## src/hdl/assert_macros.svh

```systemverilog
// assertion helpers shared by the block's top, control and datapath modules
`ifndef ASSERT_MACROS_SVH
`define ASSERT_MACROS_SVH

// same-cycle implication
`define ASSERT_IMP(label, ck, rn, ante, cons) \
    label: assert property (@(posedge ck) disable iff (!rn) (ante) |-> (cons)) \
        else $error("assertion failed");

// next-cycle implication
`define ASSERT_NXT(label, ck, rn, ante, cons) \
    label: assert property (@(posedge ck) disable iff (!rn) (ante) |=> (cons)) \
        else $error("assertion failed");

`endif

```

## src/hdl/itf_pkg.sv

```systemverilog
package itf_pkg;

    localparam int MAX_DIMENSION_DEF = 128;
    localparam int MAX_CHANNELS_DEF  = 4;

    localparam int CFG_AW = 5;

    localparam logic [2:0] REG_IMAGE_WIDTH   = 3'd0;
    localparam logic [2:0] REG_IMAGE_HEIGHT  = 3'd1;
    localparam logic [2:0] REG_CHANNEL_COUNT = 3'd2;
    localparam logic [2:0] REG_MIRROR_X      = 3'd3;
    localparam logic [2:0] REG_MIRROR_Y      = 3'd4;
    localparam logic [2:0] REG_SWAP_AXES     = 3'd5;

    localparam logic MODE_WRITE = 1'b0;
    localparam logic MODE_READ  = 1'b1;

    typedef struct packed {
        logic       mode;
        logic [7:0] pixel_byte;
    } item_t;

    typedef struct packed {
        logic [7:0] out_byte;
        logic       frame_end;
        logic       not_loaded;
        logic [7:0] result_width;
        logic [7:0] result_height;
    } result_t;

    typedef struct packed {
        logic [7:0] image_width;
        logic [7:0] image_height;
        logic [2:0] channel_count;
        logic       mirror_x;
        logic       mirror_y;
        logic       swap_axes;
    } cfg_t;

    typedef struct packed {
        logic store_write;
        logic empty_read;
        logic addr_calc;
        logic ram_read;
        logic emit;
    } cmd_t;

    typedef struct packed {
        logic frame_complete;
    } stat_t;

endpackage

```

## src/hdl/itf_ctrl.sv

```systemverilog
`include "assert_macros.svh"

module itf_ctrl (
    input  logic           clk,
    input  logic           rst_n,
    input  logic           start,
    input  logic           mode,
    input  logic           cfg_wr,
    input  itf_pkg::stat_t stat,
    output logic           busy,
    output itf_pkg::cmd_t  cmd
);

    localparam logic [2:0] ST_SETTLE1 = 3'd0;
    localparam logic [2:0] ST_SETTLE2 = 3'd1;
    localparam logic [2:0] ST_IDLE    = 3'd2;
    localparam logic [2:0] ST_RD_A    = 3'd3;
    localparam logic [2:0] ST_RD_B    = 3'd4;
    localparam logic [2:0] ST_RD_C    = 3'd5;

    logic [2:0] state_reg;
    logic [2:0] state_next;

    assign busy = (state_reg != ST_IDLE);

    always_comb
    begin
        state_next = state_reg;
        cmd        = '0;
        unique case (state_reg)
            ST_SETTLE1: state_next = ST_SETTLE2;
            ST_SETTLE2: state_next = ST_IDLE;
            ST_IDLE:
            begin
                if (start)
                begin
                    if (mode == itf_pkg::MODE_WRITE)
                    begin
                        cmd.store_write = 1'b1;
                    end
                    else if (!stat.frame_complete)
                    begin
                        cmd.empty_read = 1'b1;
                    end
                    else
                    begin
                        state_next = ST_RD_A;
                    end
                end
            end
            ST_RD_A:
            begin
                cmd.addr_calc = 1'b1;
                state_next    = ST_RD_B;
            end
            ST_RD_B:
            begin
                cmd.ram_read = 1'b1;
                state_next   = ST_RD_C;
            end
            ST_RD_C:
            begin
                cmd.emit   = 1'b1;
                state_next = ST_IDLE;
            end
            default: state_next = ST_SETTLE1;
        endcase
        // the registered size products settle after a register write while idle or settling
        if (cfg_wr && (state_reg == ST_IDLE || state_reg == ST_SETTLE1 ||
                       state_reg == ST_SETTLE2))
        begin
            state_next = ST_SETTLE1;
        end
    end

    always_ff @(posedge clk or negedge rst_n)
    begin
        if (!rst_n)
        begin
            state_reg <= ST_SETTLE1;
        end
        else
        begin
            state_reg <= state_next;
        end
    end

    `ASSERT_NXT(a_wr_no_stall, clk, rst_n,
        start && !busy && mode == itf_pkg::MODE_WRITE && !cfg_wr, !busy)

endmodule

```

## config.mk

```make
export PLATFORM = sky130hd
export DESIGN_NAME = itf_ctrl
export DESIGN_NICKNAME = d
export VERILOG_FILES = /design/src/hdl/itf_pkg.sv /design/src/hdl/itf_ctrl.sv
export VERILOG_INCLUDE_DIRS = /design/src /design/src/hdl
export SDC_FILE = /design/constraint.sdc
export NUM_CORES = 1
export LEC_CHECK = 0
export ABC_CLOCK_PERIOD_IN_PS = 3100
export BUFFER_PORTS_ARGS = -buffer_cell sky130_fd_sc_hd__buf_4
export CAP_MARGIN = 20
export CORE_AREA = 5 5 42 44
export DETAILED_ROUTE_END_ITERATION = 7
export DIE_AREA = 0 0 47 49
export SLEW_MARGIN = 0
export SYNTH_ARGS = -nofsm -noshare
export SYNTH_HDL_FRONTEND = slang
export SYNTH_SLANG_ARGS = --single-unit
```

## constraint.sdc

```tcl
create_clock -name clk -period 3.1 [get_ports clk]
set_clock_uncertainty 0.1 [all_clocks]
set_input_delay 0 -clock clk [delete_from_list [all_inputs] [get_ports clk]]
set_output_delay 0 -clock clk [all_outputs]
set_load 0.01 [all_outputs]
```

; Word level (Yosys, flattened, before mapping)
; Cells that the tools add are included.
[word_totals]
regBits = 3
latchBits = 0
ramBits = 0
mem_bits_ro = 0
input_bits = 6
out_inout_bits = 6
word_cells = 29
n_memories = 0
[classes]
addsub = 0
multipliers = 0
div_mod_pow = 0
magnitude_cmp = 0
n_eq_ne = 9
n_shift = 0
n_mux = 13
bitwise_logic = 0
n_reduce_logical = 6
[ops]
columns = operator, count
row1 = $pmux W3 S5, 1
row2 = $mux W3, 4
row3 = $ne A3 B2 Y1 const B, 4
row4 = $eq A3 B2 Y1 const B, 2
row5 = $eq A3 B3 Y1 const B, 2
row6 = $mux W1, 6
row7 = $mux W2, 2
row8 = $eq A3 B1 Y1 const B, 1
row9 = $logic_not A3 Y1, 1
row10 = $reduce_and A3 Y1, 1
row11 = $logic_or A1 B1 Y1, 2
row12 = $reduce_or A2 Y1, 1
row13 = $logic_and A1 B1 Y1, 1

; Depth between registers and ports, before layout
[logic_depth]
word_depth = 6
ltp_mapped = 2
ltp_nobuf = 2

; Least setup slack after synthesis
; Ideal clock, no wire load.
[synth_path]
path_type = reg2out
from = register state_reg[0]
to = output port cmd[4] in the netlist's numbering
t_arrival_ns = 1.111
t_required_ns = 3.000
slack_ns = 1.889
path_stages_with_launch = 3
path_buffers = 0
path_cell_list = dfrtp_1 -> or3b_4 -> nor3_1
[synth_rtl]
columns = item, line
row1 = from (decl), itf_ctrl.sv:21  ; logic [2:0] state_reg;
row2 = from (signal assigned), itf_ctrl.sv:84  ; state_reg <= state_next;
row3 = to (decl), itf_ctrl.sv:11  ; output itf_pkg::cmd_t cmd

; Final worst setup path
[layout_path]
from = register state_reg[2]
to = register state_reg[0]
[layout_via]
elab_chain_len = 6
elab_cells_between_ends = 16
cone_classes = 8 x eq/ne / 2 x mux / 6 x reduce/logical
[layout_lines]
columns = item, line
row1 = $eq A3 B2 Y1 / $logic_not A3 Y1 (equally long branches), "itf_ctrl.sv:30, itf_ctrl.sv:69"
row2 = $logic_or A1 B1 Y1 (2 in series), itf_ctrl.sv:69  ; if (cfg_wr && (state_reg == ST_IDLE || state_reg == ST_SETTLE1 ||
row3 = $logic_and A1 B1 Y1, itf_ctrl.sv:69
row4 = $ne A3 B2 Y1 (no source line), n/a
row5 = $reduce_and A3 Y1 (no source line), n/a
; Parallel ways exist; a longest one is shown, timed or not.
; A chain may end at the register's enable or synchronous reset.

==> qor.yml <==
clock_path_buffers: 2
drt-wirelength-per-cell_um: 9.50
netlist_area_um2: 185
layout_setup_ws_ps: 1520
antenna_found_initial: 0
antenna_cells: 0
overflow: 0
clock_sinks: 3
startpoint_type: "register"
die_area_mm2: 0.00230
cts_made_buffers: 3
required_ps: 3140
r2r-end: "state_reg[0]"
grt_pass1_vias: 231
gp_congestion: 0.564
vias: 204
max_cap_violations: 0
min_path_type: "input port to output pin"
fin_nets: 43
irDropWorstVdd_mv: 0.201
fmax_mhz: 634
synth_cell_types: 12
gr-usage-all-layers_pct: 5.51
vias_per_cell: 3.92
dp_slack_ps: 1780
grt_setup_unrepaired: "no"
relSlewSlack_pct: 85.9
final-hold-violation-count: 0
r2r_start: "state_reg[2]"
syn_inst: 16
drc: 0
grt_pass1_wl_um: 883
synth_fp_nets: 22
drt-total-wl_um: 494
ys_warn_count: 0
yosysSeqAreaShare_pct: 40.5
worstPathArrival_ps: 1610
cellPowerDensity_mw_per_mm2: 636
cts_root_buf: "clkbuf_4"
design.core.area_mm2: 0.00140
htreeDepth: 1
min-delay-start: "stat"
cts_post_setup_buffers_inserted: 0
rrSetupSlack_ps: 1520
die_y_um: 49
insertion_delay_ps: 230
fp.dieW_um: 47
yosysTopAreaCell: "dfrtp_1"
outcome: "completed"
cts_resized: 0
syn_area_per_cell_um2: 11.6
clkTransAtPathRegs_ps: 30
largest_reg_flops: 3
finalPower_uw: 232
ant_nets: 0
tightestPinTransition_ps: 212
yosysTopAreaCellShare_pct: 40.5
fin_crit_ps: 1580
setup_viol: 0
drive_gt1_share_pct: 50.0
start_util_pct: 13.2
first_pass_iters: 4
crit_type: "register to register"
tns_ps: 0
finalCritPeriodShare_pct: 50.9
cts_tree: "done"
maxSlewViolCount: 0
areaGrowthSynthToFinish_pct: 96.6
drt-initial-drc-count: 2
p_leak_nw: 0.170
reg2reg_depth: 3
io_buffers: 11
nFillCells: 163
core.rowCount: 14
synthTopCellsByArea: "dfrtp_1, nor4b_4, nor3b_1"
crit_start: "state_reg[2]"
ios: 12
holdPathEnd: "cmd[3]"
ys_ff_latch: 3
whs_path_depth: 3
grt_max_degree: 7
crit_fanout: 6
endpoint_kind: "register"
## cell usage after synthesis (all sizes together)
library cell,n
nor3b,2
nor4b,1
inv,2
nor2b,1
dfrtp,3
nor3,1
and3b,1
or2,1
or3b,1
o32ai,1
a211oi,1
nand4b,1
## cells by family after synthesis
kind of cell	share of synthesized area, %
and+or+nand+nor	46.6
DFF	40.5
AOI/OAI and AO/OA	8.79
buffers and inverters	4.06
## per-layer routing
metal | track usage [%] | wire length (um) | part of all wire, %
met5 | 0 | 0 | 0
met4 | 6.91 | 15 | 3.0
met3 | 1.11 | 43 | 8.7
met2 | 6.56 | 210 | 43
met1 | 6.87 | 224 | 45
## layout by cell type (no fill, tap or decap)
cell type and n:
a211oi_1 1, inv_1 2, buf_4 11, nor3_1 1, or3b_4 1, nor2b_1 1, o32ai_1 1, clkbuf_1 1
dfrtp_1 3, or2_2 1, nor4b_4 1, nand4b_1 1, dlygate4sd3_1 5, clkbuf_4 3, and3b_2 1, nor3b_1 2
## final cells by class
class / instances / area [um2] / share of cell area (%)
multi-input cells: 11 / 103 / 28.2
well taps: 16 / 20.0 / 5.50
inverters: 2 / 7.51 / 2.06
flip-flops and latches: 3 / 75.1 / 20.6
clock buffers: 4 / 26.3 / 7.22
repair buffers: 16 / 133 / 36.4
## worst max-delay path, cell delays in order (launching register included)
cell	delay, ps
dfrtp_1	410
nand4b_1	180
dlygate4sd3_1	560
a211oi_1	230
## worst max-delay path by stage
stage                    to  cells after the start
4_1_cts              cmd[3]                      3
6_report       state_reg[0]                      3
3_3_place_gp         cmd[3]                      3
5_1_grt        state_reg[0]                      3
2_1_floorplan        cmd[4]                      2
3_5_place_dp         cmd[3]                      3
## metrics by stage
step,instances,utilization (%),cell area [um2],hold WS (ps)
floorplan,16,-,185,-396
global placement,43,20.5,288,-308
detailed placement,43,20.5,288,-311
CTS,51,25.3,354,2.58
global route,52,26.0,364,184
finish,52,26.0,364,170
## what timing repair did
item / 4_1_cts / 5_1_grt
endpoints found under the setup margin: 0 / 0
hold endpoints to repair: 5 / 1
hold buffers: 4 / 1
## power by group
group	switching [mW]	internal (mW)	total (mW)
Combinational	0.0352	0.0534	0.0886
Sequential	0.0207	0.0546	0.0754
Clock	0.0194	0.0482	0.0676
(Power assumes the default switching activity.)
